<file path="src/design/exponential_backoff_jitter_defines.svh">
// assertion macros shared by the backoff design files
`ifndef EXPONENTIAL_BACKOFF_JITTER_DEFINES_SVH
`define EXPONENTIAL_BACKOFF_JITTER_DEFINES_SVH

`ifndef NO_ASSERTIONS

// checked outside reset
`define EBJ_ASSERT(label, prop, msg) \
  label: assert property (@(posedge clk) disable iff (rst) prop) else $error(msg);

// checked on every edge, reset included
`define EBJ_ASSERT_ALWAYS(label, prop, msg) \
  label: assert property (@(posedge clk) prop) else $error(msg);

`else

`define EBJ_ASSERT(label, prop, msg)
`define EBJ_ASSERT_ALWAYS(label, prop, msg)

`endif

`endif

</file>
<file path="src/design/ebj_pkg.sv">
// shared constants, types and tier tables for the backoff block
`default_nettype none

package ebj_pkg;

  localparam int SEED_W  = 64;
  localparam int ERR_W   = 16;
  localparam int DELAY_W = 17;
  localparam int TIER_W  = 3;
  localparam int SPAN_W  = 15;

  localparam logic [SEED_W-1:0] FALLBACK_SEED = 64'hBEEF_CAFE_1234_5678;
  localparam logic [TIER_W-1:0] MAX_TIER      = 3'd5;

  // request into the serial remainder unit
  typedef struct packed {
    logic              start;
    logic [SEED_W-1:0] dividend;
    logic [SPAN_W-1:0] divisor;
  } mod_req_t;

  // 80% of the base delay for a tier
  function automatic logic [DELAY_W-1:0] tier_floor(input logic [TIER_W-1:0] t);
    logic [DELAY_W-1:0] f;
    case (t)
      3'd0:    f = 17'd1600;
      3'd1:    f = 17'd3200;
      3'd2:    f = 17'd6400;
      3'd3:    f = 17'd12800;
      3'd4:    f = 17'd25600;
      default: f = 17'd48000;
    endcase
    return f;
  endfunction

  // 40% of the base delay for a tier
  function automatic logic [SPAN_W-1:0] tier_span(input logic [TIER_W-1:0] t);
    logic [SPAN_W-1:0] s;
    case (t)
      3'd0:    s = 15'd800;
      3'd1:    s = 15'd1600;
      3'd2:    s = 15'd3200;
      3'd3:    s = 15'd6400;
      3'd4:    s = 15'd12800;
      default: s = 15'd24000;
    endcase
    return s;
  endfunction

endpackage

`default_nettype wire

</file>
<file path="src/design/ebj_rng.sv">
// xorshift64 generator state with seed load
`default_nettype none

module ebj_rng (
  input  wire logic                      clk,
  input  wire logic                      rst,
  input  wire logic                      load,
  input  wire logic [ebj_pkg::SEED_W-1:0] seed_value,
  input  wire logic                      advance,
  output logic      [ebj_pkg::SEED_W-1:0] state,
  output logic      [ebj_pkg::SEED_W-1:0] state_next
);
  import ebj_pkg::*;

  logic [SEED_W-1:0] x1;
  logic [SEED_W-1:0] x2;

  // one xorshift step, shifts 13, 7, 17
  always_comb begin
    x1         = state ^ (state << 13);
    x2         = x1 ^ (x1 >> 7);
    state_next = x2 ^ (x2 << 17);
  end

  // state register, zero seed replaced by the fallback
  always_ff @(posedge clk) begin
    if (rst) begin
      state <= FALLBACK_SEED;
    end else if (load) begin
      state <= (seed_value == '0) ? FALLBACK_SEED : seed_value;
    end else if (advance) begin
      state <= state_next;
    end
  end

endmodule

`default_nettype wire

</file>
<file path="src/design/ebj_mod.sv">
// bit-serial restoring remainder of a 64-bit draw by a tier span
`default_nettype none

`include "exponential_backoff_jitter_defines.svh"

module ebj_mod (
  input  wire logic                      clk,
  input  wire logic                      rst,
  input  wire ebj_pkg::mod_req_t         req,
  output logic                           done,
  output logic      [ebj_pkg::SPAN_W-1:0] rem
);
  import ebj_pkg::*;

  localparam int CNT_W = $clog2(SEED_W);

  logic              busy;
  logic [CNT_W-1:0]  cnt;
  logic [SEED_W-1:0] dividend;
  logic [SPAN_W-1:0] divisor;
  logic [SPAN_W:0]   trial;
  logic              fits;

  // shift in one dividend bit and try the subtraction
  always_comb begin
    trial = {rem, dividend[SEED_W-1]};
    fits  = (trial >= {1'b0, divisor});
  end

  // control
  always_ff @(posedge clk) begin
    if (rst) begin
      busy <= 1'b0;
      done <= 1'b0;
      cnt  <= '0;
    end else begin
      done <= 1'b0;
      if (req.start) begin
        busy <= 1'b1;
        cnt  <= '0;
      end else if (busy) begin
        cnt <= cnt + 1'b1;
        if (cnt == CNT_W'(SEED_W - 1)) begin
          busy <= 1'b0;
          done <= 1'b1;
        end
      end
    end
  end

  // datapath
  always_ff @(posedge clk) begin
    if (req.start) begin
      dividend <= req.dividend;
      divisor  <= req.divisor;
      rem      <= '0;
    end else if (busy) begin
      dividend <= dividend << 1;
      rem      <= fits ? SPAN_W'(trial - {1'b0, divisor}) : trial[SPAN_W-1:0];
    end
  end

  `EBJ_ASSERT(a_mod_rem_below_span, done |-> (rem < divisor), "remainder not below span")
  `EBJ_ASSERT(a_mod_no_restart, busy |-> !req.start, "remainder unit restarted while busy")
  `EBJ_ASSERT_ALWAYS(a_mod_done_pulse, done |=> !done, "done held longer than one cycle")

endmodule

`default_nettype wire

</file>
<file path="src/design/exponential_backoff_jitter.sv">
// top level: exponential retry backoff with xorshift64 jitter
//
//  channel | direction | handshake             | word
//  in      | into      | in_valid / in_stall   | error_count
//  out     | out of    | out_valid / out_stall | delay_ms, tier
//  seed    | into      | seed_valid/seed_ready | seed
//
// the generator steps and the remainder unit starts at the accepting edge; the remainder
// is worked out bit by bit, then the floor is added as the output register loads, and the
// sequencer returns to idle with that load, so the next word can be taken from there on.
// rst is synchronous; it loads the generator with the fallback seed.
// a seed word is taken only while idle and holds off the input word in that cycle.
// a stalled output only holds off the next word once a second result is ready.
`default_nettype none

`include "exponential_backoff_jitter_defines.svh"

module exponential_backoff_jitter (
  input  wire logic                        clk,
  input  wire logic                        rst,
  input  wire logic                        in_valid,
  output logic                             in_stall,
  input  wire logic signed [ebj_pkg::ERR_W-1:0] error_count,
  output logic                             out_valid,
  input  wire logic                        out_stall,
  output logic      [ebj_pkg::DELAY_W-1:0] delay_ms,
  output logic      [ebj_pkg::TIER_W-1:0]  tier,
  input  wire logic                        seed_valid,
  output logic                             seed_ready,
  input  wire logic [ebj_pkg::SEED_W-1:0]  seed
);
  import ebj_pkg::*;

  localparam logic [1:0] ST_IDLE = 2'd0;
  localparam logic [1:0] ST_RUN  = 2'd1;
  localparam logic [1:0] ST_HOLD = 2'd2;

  logic [1:0]        state;
  logic [TIER_W-1:0] cur_tier;
  logic [TIER_W-1:0] tier_in;
  logic [ERR_W-2:0]  half;
  logic              accept;
  logic              seed_write;
  logic              out_free;
  logic              load_out;
  logic [SEED_W-1:0] rng_state;
  logic [SEED_W-1:0] rng_next;
  mod_req_t          mod_req;
  logic              mod_done;
  logic [SPAN_W-1:0] mod_rem;

  // handshakes, a seed write goes ahead of an input word
  assign in_stall   = (state != ST_IDLE) || seed_valid;
  assign seed_ready = (state == ST_IDLE);
  assign accept     = in_valid && !in_stall;
  assign seed_write = seed_valid && seed_ready;
  assign out_free   = !out_valid || !out_stall;
  assign load_out   = ((state == ST_RUN && mod_done) || state == ST_HOLD) && out_free;

  // tier from the error count, negatives as zero, capped
  always_comb begin
    half    = error_count[ERR_W-1] ? '0 : {1'b0, error_count[ERR_W-2:1]};
    tier_in = (half > (ERR_W-1)'(MAX_TIER)) ? MAX_TIER : half[TIER_W-1:0];
  end

  // generator
  ebj_rng u_rng (
    .clk        (clk),
    .rst        (rst),
    .load       (seed_write),
    .seed_value (seed),
    .advance    (accept),
    .state      (rng_state),
    .state_next (rng_next)
  );

  // draw goes straight into the remainder unit
  always_comb begin
    mod_req.start    = accept;
    mod_req.dividend = rng_next;
    mod_req.divisor  = tier_span(tier_in);
  end

  ebj_mod u_mod (
    .clk  (clk),
    .rst  (rst),
    .req  (mod_req),
    .done (mod_done),
    .rem  (mod_rem)
  );

  // sequencer
  always_ff @(posedge clk) begin
    if (rst) begin
      state <= ST_IDLE;
    end else begin
      case (state)
        ST_IDLE: begin
          if (accept) state <= ST_RUN;
        end
        ST_RUN: begin
          if (mod_done) state <= out_free ? ST_IDLE : ST_HOLD;
        end
        ST_HOLD: begin
          if (out_free) state <= ST_IDLE;
        end
        default: state <= ST_IDLE;
      endcase
    end
  end

  // tier of the word in flight
  always_ff @(posedge clk) begin
    if (accept) cur_tier <= tier_in;
  end

  // output register
  always_ff @(posedge clk) begin
    if (rst) begin
      out_valid <= 1'b0;
    end else if (load_out) begin
      out_valid <= 1'b1;
    end else if (!out_stall) begin
      out_valid <= 1'b0;
    end
  end

  always_ff @(posedge clk) begin
    if (load_out) begin
      delay_ms <= tier_floor(cur_tier) + DELAY_W'(mod_rem);
      tier     <= cur_tier;
    end
  end

  `EBJ_ASSERT(a_accept_then_busy, accept |=> in_stall, "not busy after accepting a word")
  `EBJ_ASSERT(a_out_in_range,
    out_valid |-> (tier <= MAX_TIER && delay_ms >= 17'd1600 && delay_ms <= 17'd71999),
    "result out of range")
  `EBJ_ASSERT(a_rng_steady,
    (!accept && !seed_write) |=> $stable(rng_state),
    "generator moved without a word or seed write")
  `EBJ_ASSERT(a_rng_nonzero, rng_state != '0, "generator state is zero")

endmodule

`default_nettype wire
</file>
<file path="config.mk">
export PLATFORM = sky130hd
export DESIGN_NAME = exponential_backoff_jitter
export DESIGN_NICKNAME = d
export VERILOG_FILES = /design/src/design/ebj_pkg.sv /design/src/design/ebj_rng.sv /design/src/design/ebj_mod.sv /design/src/design/exponential_backoff_jitter.sv
export VERILOG_INCLUDE_DIRS = /design/src /design/src/design
export SDC_FILE = /design/constraint.sdc
export NUM_CORES = 1
export LEC_CHECK = 0
export ABC_AREA = 1
export BUFFER_PORTS_ARGS = -buffer_cell sky130_fd_sc_hd__buf_2
export CELL_PAD_IN_SITES_DETAIL_PLACEMENT = 1
export CELL_PAD_IN_SITES_GLOBAL_PLACEMENT = 2
export CORE_MARGIN = 2
export CORE_UTILIZATION = 38
export CTS_BUF_LIST = sky130_fd_sc_hd__clkbuf_8
export DETAILED_ROUTE_END_ITERATION = 8
export PLACE_DENSITY_LB_ADDON = 0.1
export SETUP_SLACK_MARGIN = 0.2
export SYNTH_ARGS = -nofsm -noshare
export SYNTH_HDL_FRONTEND = slang
export SYNTH_SLANG_ARGS = --single-unit
</file>
<file path="constraint.sdc">
create_clock -name clk -period 3.77 [get_ports clk]
set_input_delay 0.754 -clock clk [delete_from_list [all_inputs] [get_ports clk]]
set_output_delay 0.754 -clock clk [all_outputs]
set_load 0.1 [all_outputs]
</file>
==> results.toml, run 1 <==
[timing]
slew_headroom_pct = 44.6
max_freq_mhz = 401
finalSetupTns_ns = 0
period_share_pct = 66.2
hold_viol_final = 0
grt_setup_unrepaired = "no"
drv_slew = 0
finalCriticalPeriod_ns = 2.49
worstMarginPinSlew_ns = 0.825
setup_viol = 0
fin_hold_ws_ns = 0.480
skew_ns = 0.0321

[critical_path]
cp.arrival_ns = 2.74
critPathMaxFanout = 5
critPathKind = "register to register"
reg2reg_depth = 11
required_ns = 4.01
rr_startpoint = "cur_tier[0]"
reg2reg_to = "delay_ms[12]"
regToRegSetupSlack_ns = 1.28
startpoint_type = "register"
crit_start = "cur_tier[0]"
endpoint_kind = "register"

[synthesis]
syn_inst = 1603
synth_seq_cells = 187
synth_commonest_cells = "nand2_1, inv_1, nand3_1"
syn_area_per_cell_um2 = 7.07
synthesis.nets = 1710
synth-main-ff-cell = "edfxtp_1"
syn_area_um2 = 11300
yosys.area.top_type = "edfxtp_1"
yosysTopAreaCellShare_pct = 25.7
synthMostInstantiatedCell = "nand2_1"
yosys_warnings = 0
synth_cell_type_count = 34
synth.area.top_cells = "edfxtp_1, nand2_1, dfxtp_1"
synth_enable_flop_cells = 97
yosysSeqAreaShare_pct = 41.6
synthArstFlopShare_pct = 0

[job]
drv_cap = 0

[layout]
diodes = 0
nets = 1780
final_cells = 2076
drive_above_1_share_pct = 9.37
syn_to_final_growth_pct = 10.8
postLayoutCellArea_um2 = 12500

[pwr]
power.leakage_uw = 0.00625
p_total_uw = 6070
p_per_area_nw_per_um2 = 484
max-vdd-ir-drop_uv = 218

[clocking]
cts-hold-fix-buffers = 0
clock_latency_ns = 0.49
cts_buffers = 17
path_clk_slew_ns = 0.12
cts_tree = "done"
cts-root-buf = "clkbuf_8"
post_cts_buffers = 0
clk_path_buf_depth = 2
htreeDepth = 4
cts_resized = 0
cts.sinks = 187

[floorplan]
rows = 63
fp.dieH_um = 177
io_pins = 108
floorplan.die_area_um2 = 31200
initial_core_util_pct = 38.4
die_w_um = 177
core-area_um2 = 29500

[placement]
postPlaceCellArea_um2 = 12200
io_buffers = 106
gp_congestion = 0.844
place_hpwl_um = 28200
dp_cells = 2044

[global_route]
grt-ovfl-total = 0
grt_start_max_net_pins = 64
antenna_found_initial = 0
grt.total_usage_pct = 24.2
grt_pass1_vias = 10496
grt_pass1_wl_um = 57500

[hold_path]
hp-start = "u_mod.cnt[5]"
hp-class = "register to register"
whs_path_depth = 2
hold_end = "u_mod.cnt[5]"

[route]
via_per_inst = 4.92
ant_nets = 0
drcViolationCount = 0
firstDrtPassIters = 4
avgRoutedWirePerCell_um = 17.4
drtIter0Drc = 492
wl_um = 36200
vias = 10207

[run_status]
status = "finished, final reports clean"
## worst max-delay path by stage
stage	end	depth (start not counted)
2_1_floorplan	u_mod.rem[1]	8
3_3_place_gp	u_rng.state[36]	11
3_5_place_dp	u_mod.rem[1]	9
4_1_cts	delay_ms[12]	11
5_1_grt	delay_ms[12]	11
6_report	delay_ms[12]	11
## where the power goes
part	internal [µW]	switching (µW)	total, µW
clock	550	854	1400
combinational	688	1320	2010
sequential	2400	251	2660
## state kept, by name, indices dropped and copies added (netlist names)
name and cells:
cur_tier 3, delay_ms 17, out_valid 1, state 2, tier 3, u_mod.busy 1, u_mod.cnt 6, u_mod.dividend 64
u_mod.divisor 10, u_mod.done 1, u_mod.rem 15, u_rng.state 64
## metal layers
layer / up-vias / wire, µm / global-route usage [%] / part of all wire (%)
li1: 5133 / - / - / -
met1: 4920 / 16500 / 30.8 / 46
met2: 129 / 18300 / 43.8 / 50
met3: 25 / 855 / 2.58 / 2.4
met4: 0 / 554 / 5.58 / 1.5
met5: - / 0 / 0 / 0
## placed cells by master (no fill, tap or decap), drive strengths merged, types with 6 or more instances in the layout
cell type / n
a21oi: 72
a31oi: 8
inv: 204
nand4: 7
o21ai: 45
edfxtp: 97
buf: 118
nor3: 6
xnor2: 65
clkinv: 6
clkbuf: 17
ha: 20
nand2: 650
xor2: 57
nand3b: 9
dfxtp: 90
nor2: 87
nand3: 109
## worst max-delay path, cell delays in order, from the launching register on
cell,delay (ns)
edfxtp_1,0.47
nor2_1,0.12
inv_1,0.08
nor2_1,0.09
ha_1,0.24
inv_1,0.07
fa_1,0.40
o21ai_0,0.39
nand2_1,0.10
nand2_1,0.08
a21oi_1,0.07
xor2_1,0.14
## metrics by stage
stage | setup WS [ns] | util [%]
after global routing | 1.07 | 42.6
after global placement | 0.960 | 41.2
after floorplan | 0.637 | -
after detailed placement | 0.923 | 41.2
after CTS | 1.25 | 42.6
final | 1.28 | 42.6
## area by class of cell
class / instances / area, µm²
tap: 390 / 488
sequential: 187 / 4710
inverter: 199 / 747
fill: 3817 / 16900
timing repair buffer: 118 / 621
clock inverter: 15 / 163
multi-input combinational: 1150 / 5580
clock buffer: 17 / 234
## cells by family (layout without fill, tap and decap cells)
group / Yosys count / in the layout / synth area share (%)
fa+ha+maj: 22 / 22 / 2.56
compound gates: 136 / 136 / 6.35
simple gates: 870 / 870 / 30.8
xor+xnor: 122 / 122 / 9.43
flops: 187 / 187 / 41.6
buf+inv: 266 / 349 / 9.20
Note: power is estimated with default switching activity, not from simulation.
==> run 2, diff against run 1 <==
Settings changed: ABC_AREA 1 to 0, CORE_UTILIZATION 38 to 35.
Clock period 3.77 ns to 2 ns, I/O delays scaled along.
==> run 2 against run 1 <==
The run now ends with setup timing left; clock-buffer cell count is the same; sequential cell count is the same; clock skew shrank 0.0098 ns; critical path type unchanged; largest power group is now combinational logic.
==> results.toml, run 2 <==
[run_status]
status = "finished, violations left"
violations = "setup timing"

[synthesis]
synthArstFlopShare_pct = 0
synthesis.nets = 1183
synth_commonest_cells = "xnor2_1, nand2_1, edfxtp_1"
synthMostInstantiatedCell = "xnor2_1"
synthSimpleGateAreaFrac_pct = 14.1
yosys_warnings = 0
synthMuxAreaShare_pct = 1.59
synthAdderAreaFrac_pct = 2.84
yosysTopAreaCellShare_pct = 28.5
synth_xor_area_share_pct = 17.1
synth_enable_flop_cells = 97
synth_compound_area_share_pct = 14.5
syn_inst = 1076
yosys.area.top_type = "edfxtp_1"
synth.area.top_cells = "edfxtp_1, dfxtp_1, xnor2_1"
synth_seq_cells = 187
syn_area_per_cell_um2 = 9.50
yosysSeqAreaShare_pct = 46.1
synth_top_family_by_area = "XOR/XNOR gates"
synth_cell_type_count = 58
syn_area_um2 = 10200
synth-main-ff-cell = "edfxtp_1"

[floorplan]
floorplan.die_area_um2 = 30600
rows = 62
io_pins = 108
initial_core_util_pct = 35.6
core-area_um2 = 28700
fp.dieH_um = 175
die_w_um = 175

[timing]
drv_slew = 0
grt_setup_unrepaired = "yes"
max_freq_mhz = 418
hold_viol_final = 0
finalCriticalPeriod_ns = 2.39
slew_headroom_pct = 63.1
worstMarginPinSlew_ns = 0.549
final.setup.worst_slack_ns = -0.391
skew_ns = 0.0222
period_share_pct = 120
setup_viol = 17
fin_hold_ws_ns = 0.187

[job]
drv_cap = 0

[global_route]
grt_pass1_vias = 9125
antenna_found_initial = 0
grt_start_max_net_pins = 62
grt.total_usage_pct = 24.0
grt-ovfl-total = 0
grt_pass1_wl_um = 55100

[layout]
final_cell_mix = "buf_4, nand2_1, xnor2_1, buf_2, edfxtp_1"
reg_top3 = "u_mod.dividend: 64 flops, u_rng.state: 64 flops, delay_ms: 17 flops"
final_common_cell = "buf_4"
drive_above_1_share_pct = 41.9
syn_to_final_growth_pct = 42.3
final_core_util_pct = 50.7
nets = 1463
fillCellCount = 3223

[critical_path]
rr_startpoint = "cur_tier[1]"
critPathSlowestCell = "edfxtp_1"
startpoint_type = "register"
critPathMaxStageDelay_ns = 0.51
crit_chain = "mux2i_4 -> inv_1 -> ha_1 -> a21o_1 -> a211oi_2 -> o21ai_1 -> o311a_1 -> a21o_1 -> a21oi_2 -> xor2_1"
cp.arrival_ns = 2.73
crit_start = "cur_tier[1]"
endpoint_kind = "register"
critPathMaxFanout = 5
crit_top_cell = "a21o_1"
critPathTopFamily = "compound AO/OA/AOI/OAI gates"
required_ns = 2.33
timing.critical_path.buf_inv = 1
critPathKind = "register to register"

[route]
ant_nets = 0
drtIter0Drc = 525
wl_um = 36700
firstDrtPassIters = 5
via_per_inst = 5.16
drcViolationCount = 0
avgRoutedWirePerCell_um = 20.9
vias = 9053

[clocking]
cts-hold-fix-buffers = 0
clk_path_buf_depth = 2
path_clk_slew_ns = 0.12
cts_tree = "done"
cts.sinks = 187
htreeDepth = 4
clock_latency_ns = 0.50
cts-root-buf = "clkbuf_8"
cts_buffers = 17

[placement]
place_ws_ns = -0.416
gp_congestion = 0.865
place_hpwl_um = 27400
io_buffers = 106

[pwr]
p_per_area_nw_per_um2 = 1020
power.leakage_uw = 0.00589
max-vdd-ir-drop_uv = 398

[hold_path]
hp-class = "input pin to register"
hp-start = "out_stall"
## run 2: cell types whose count changed in the layout (fill, tap and decap cells not counted), sizes merged, moves of 9 or more
cell / change
nand2: -542
buf: +206
inv: -164
xnor2: +85
nand3: -82
o21ai: +43
a21o: +22
nor4: +21
a221oi: +15
mux2i: +14
a211oi: +11
nor3: +10
o211ai: +9
## run 2: worst paths after layout
kind / end / slack, ns / depth (start not counted)
worst min-delay path: state[1] / 0.19 / 3
worst max-delay path: delay_ms[15] / -0.39 / 10
worst min register to register: state[1] / 0.50 / 2
worst max register to register: delay_ms[15] / -0.39 / 10
## run 2: kinds of logic after synthesis
family,after synthesis
AOI/OAI and AO/OA,243
adders and majority gates,22
and+or+nand+nor,309
xor gates and xnor gates,199
muxes,16
buffers and inverters,100
DFF,187
## run 2: area by class of cell
class                      count  area, µm²  share of cell area [%]
multi-input combinational    790       6290                    43.3
sequential                   187       4750                    32.7
timing repair buffer         327       2470                    17.0
tap                          384        480                    3.30
clock buffer                  17        234                    1.61
clock inverter                15        179                    1.23
inverter                      33        129                   0.886
antenna                        1       2.50                  0.0172
## run 2: routing by layer
metal | part of all wire (%) | routed length (µm) | track usage (%) | vias up
li1 | - | - | - | 4332
met1 | 51 | 18800 | 36.6 | 4531
met2 | 44 | 16000 | 35.4 | 177
met3 | 4.7 | 1710 | 4.40 | 13
met4 | 0.54 | 198 | 4.48 | 0
met5 | 0 | 0 | 0 | -
## run 2: timing repair
| item | 4_1_cts | 5_1_grt |
|---|---|---|
| pin swaps | 38 | 72 |
| buffers inserted | 6 | 14 |
| gates cloned | 1 | 2 |
| setup endpoints to repair | 54 | 98 |
| gates resized for setup | 56 | 152 |
## run 2: report_power, final
group	total, µW	internal, µW	switching [µW]
clock	2770	1160	1610
sequential	5110	4630	483
combinational	6980	3430	3560
## run 2: per-stage QoR
stage	instances	setup TNS (ns)	instance area [µm²]	total power, µW
after CTS	1737	-2.82	13600	14200
after global routing	1753	-4.59	14500	15700
after floorplan	1076	-2.77	10700	8700
final	1754	-2.70	14500	14900
after detailed placement	1698	-17.29	12900	11100
after global placement	1698	-15.00	12900	11000
## run 2: worst min-delay path, delay by kind of cell
family | cells | cell delay (ns)
buf+inv | 1 | 0.12
simple gates | 2 | 0.13
==> run 3, diff against run 2 <==
==> constraint.sdc (replaced) <==
create_clock -name clk -period 2 [get_ports clk]
set_input_delay 0.3 -clock clk [delete_from_list [all_inputs] [get_ports clk]]
set_output_delay 0.3 -clock clk [all_outputs]
set_load 0.1 [all_outputs]
==> run 3 against run 2 <==
The run still ends with setup timing left; cell count up 0.57%; first-iteration DRC count up 26%; register-to-register slack better by 0.02 ns; largest cell class unchanged.
==> results.toml, run 3 (synthesis gave the netlist of run 2 again) <==
[run_status]
status = "finished, violations left"
violations = "setup timing"

[clocking]
clock_latency_ns = 0.49
cts-root-buf = "clkbuf_8"
clk_path_buf_depth = 2
cts.sinks = 187
htreeDepth = 4
cts_tree = "done"
cts_buffers = 17
path_clk_slew_ns = 0.12

[timing]
period_share_pct = 118
final.setup.worst_slack_ns = -0.368
skew_ns = 0.0220
finalSetupTns_ns = -3.08
drv_slew = 0
finalCriticalPeriod_ns = 2.37
setup_viol = 16
worstMarginPinSlew_ns = 0.658
max_freq_mhz = 422
slew_headroom_pct = 56.0
hold_viol_final = 0
grt_setup_unrepaired = "yes"

[floorplan]
fp.dieH_um = 175
initial_core_util_pct = 35.6
rows = 62
die_w_um = 175
core-area_um2 = 28700
floorplan.die_area_um2 = 30600
io_pins = 108

[global_route]
grt_pass1_wl_um = 57100
antenna_found_initial = 0
grt-ovfl-total = 0
grt_start_max_net_pins = 53
grt.total_usage_pct = 24.9
grt_pass1_vias = 9270

[route]
vias = 9276
ant_nets = 0
drcViolationCount = 0
wl_um = 39200
via_per_inst = 5.26
drtIter0Drc = 664
firstDrtPassIters = 6
avgRoutedWirePerCell_um = 22.2

[critical_path]
cp.arrival_ns = 2.61
startpoint_type = "register"
required_ns = 2.24
endpoint_kind = "register"
critPathKind = "register to register"
critPathMaxFanout = 4

[layout]
postLayoutCellArea_um2 = 14700
final_core_util_pct = 51.3
nets = 1474
final_common_cell = "buf_4"
drive_above_1_share_pct = 41.5
diodes = 0
fillCellCount = 3219
syn_to_final_growth_pct = 44.1
reg_top3 = "u_mod.dividend: 64 flops, u_rng.state: 64 flops, delay_ms: 17 flops"
final_cell_mix = "buf_4, xnor2_1, nand2_1, buf_2, edfxtp_1"

[placement]
place_ws_ns = -0.552
gp_congestion = 0.843
io_buffers = 106
postPlaceCellArea_um2 = 12800
place_hpwl_um = 27500

[pwr]
p_clk_share_pct = 18.6
switchingPower_uw = 5740
internal_power_uw = 9520
pwr-share-seq_pct = 33.6
share_comb_of_total_power_pct = 47.8
max-vdd-ir-drop_uv = 469
power.leakage_uw = 0.00601
p_sw_share_pct = 37.6
p_per_area_nw_per_um2 = 1040

[hold_path]
hp-class = "input pin to register"

[job]
drv_cap = 0
[run 3: worst paths after layout]
path | from | end | slack (ns) | cells after the start
max | cur_tier[1] | delay_ms[15] | -0.37 | 10
min | seed[53] | u_rng.state[53] | 0.04 | 3
max reg2reg | cur_tier[1] | delay_ms[15] | -0.37 | 10
min reg2reg | out_valid | state[1] | 0.51 | 2
[run 3: area by class of cell]
cell class / count / area (µm²) / area share (%)
Inverter: 33 / 129 / 0.875
Timing Repair Buffer: 337 / 2820 / 19.1
Multi-Input combinational cell: 791 / 6130 / 41.6
Tap cell: 384 / 480 / 3.26
Clock inverter: 15 / 185 / 1.26
Clock buffer: 17 / 234 / 1.59
Sequential cell: 187 / 4760 / 32.3
[run 3: per-stage QoR]
step / hold slack, ns / instances / power [µW]
after floorplan: 0.428 / 1076 / 8730
after global placement: 0.493 / 1679 / 11100
after detailed placement: 0.498 / 1679 / 11200
after CTS: 0.0281 / 1738 / 14600
after global routing: 0.0500 / 1764 / 16000
final: 0.0420 / 1764 / 15300
[run 3: power by group through the flow]
stage	clock (µW)	combinational (µW)	sequential [µW]
after global placement	0	6000	5110
after detailed placement	0	6070	5120
after global routing	3020	7810	5170
after floorplan	0	3750	4980
after CTS	2900	6680	5070
final	2840	7290	5120
[run 3: critical path: stages, from the launching register on]
cell,delay [ns]
edfxtp_1,0.48
mux2i_4,0.29
inv_2,0.07
ha_4,0.20
a21o_1,0.19
a211oi_2,0.27
o21ai_1,0.10
o311a_1,0.12
a21o_1,0.19
a21oi_2,0.14
xor2_1,0.07
[run 3: what timing repair did]
| item | 4_1_cts | 5_1_grt |
|---|---|---|
| endpoints found under the setup margin | 139 | 130 |
| pin swaps | 29 | 47 |
| hold buffers | 0 | 0 |
| setup buffers | 22 | 19 |
| cloned | 5 | 7 |
| gates resized for setup | 84 | 114 |
[run 3: routing by layer]
layer	GRT usage (%)	vias up	routed length, µm	share of wire, %
li1	-	4352	-	-
met1	38.9	4610	19500	50
met2	36.9	280	17000	43
met3	3.44	34	2220	5.7
met4	4.06	0	469	1.2
met5	0	-	0	0
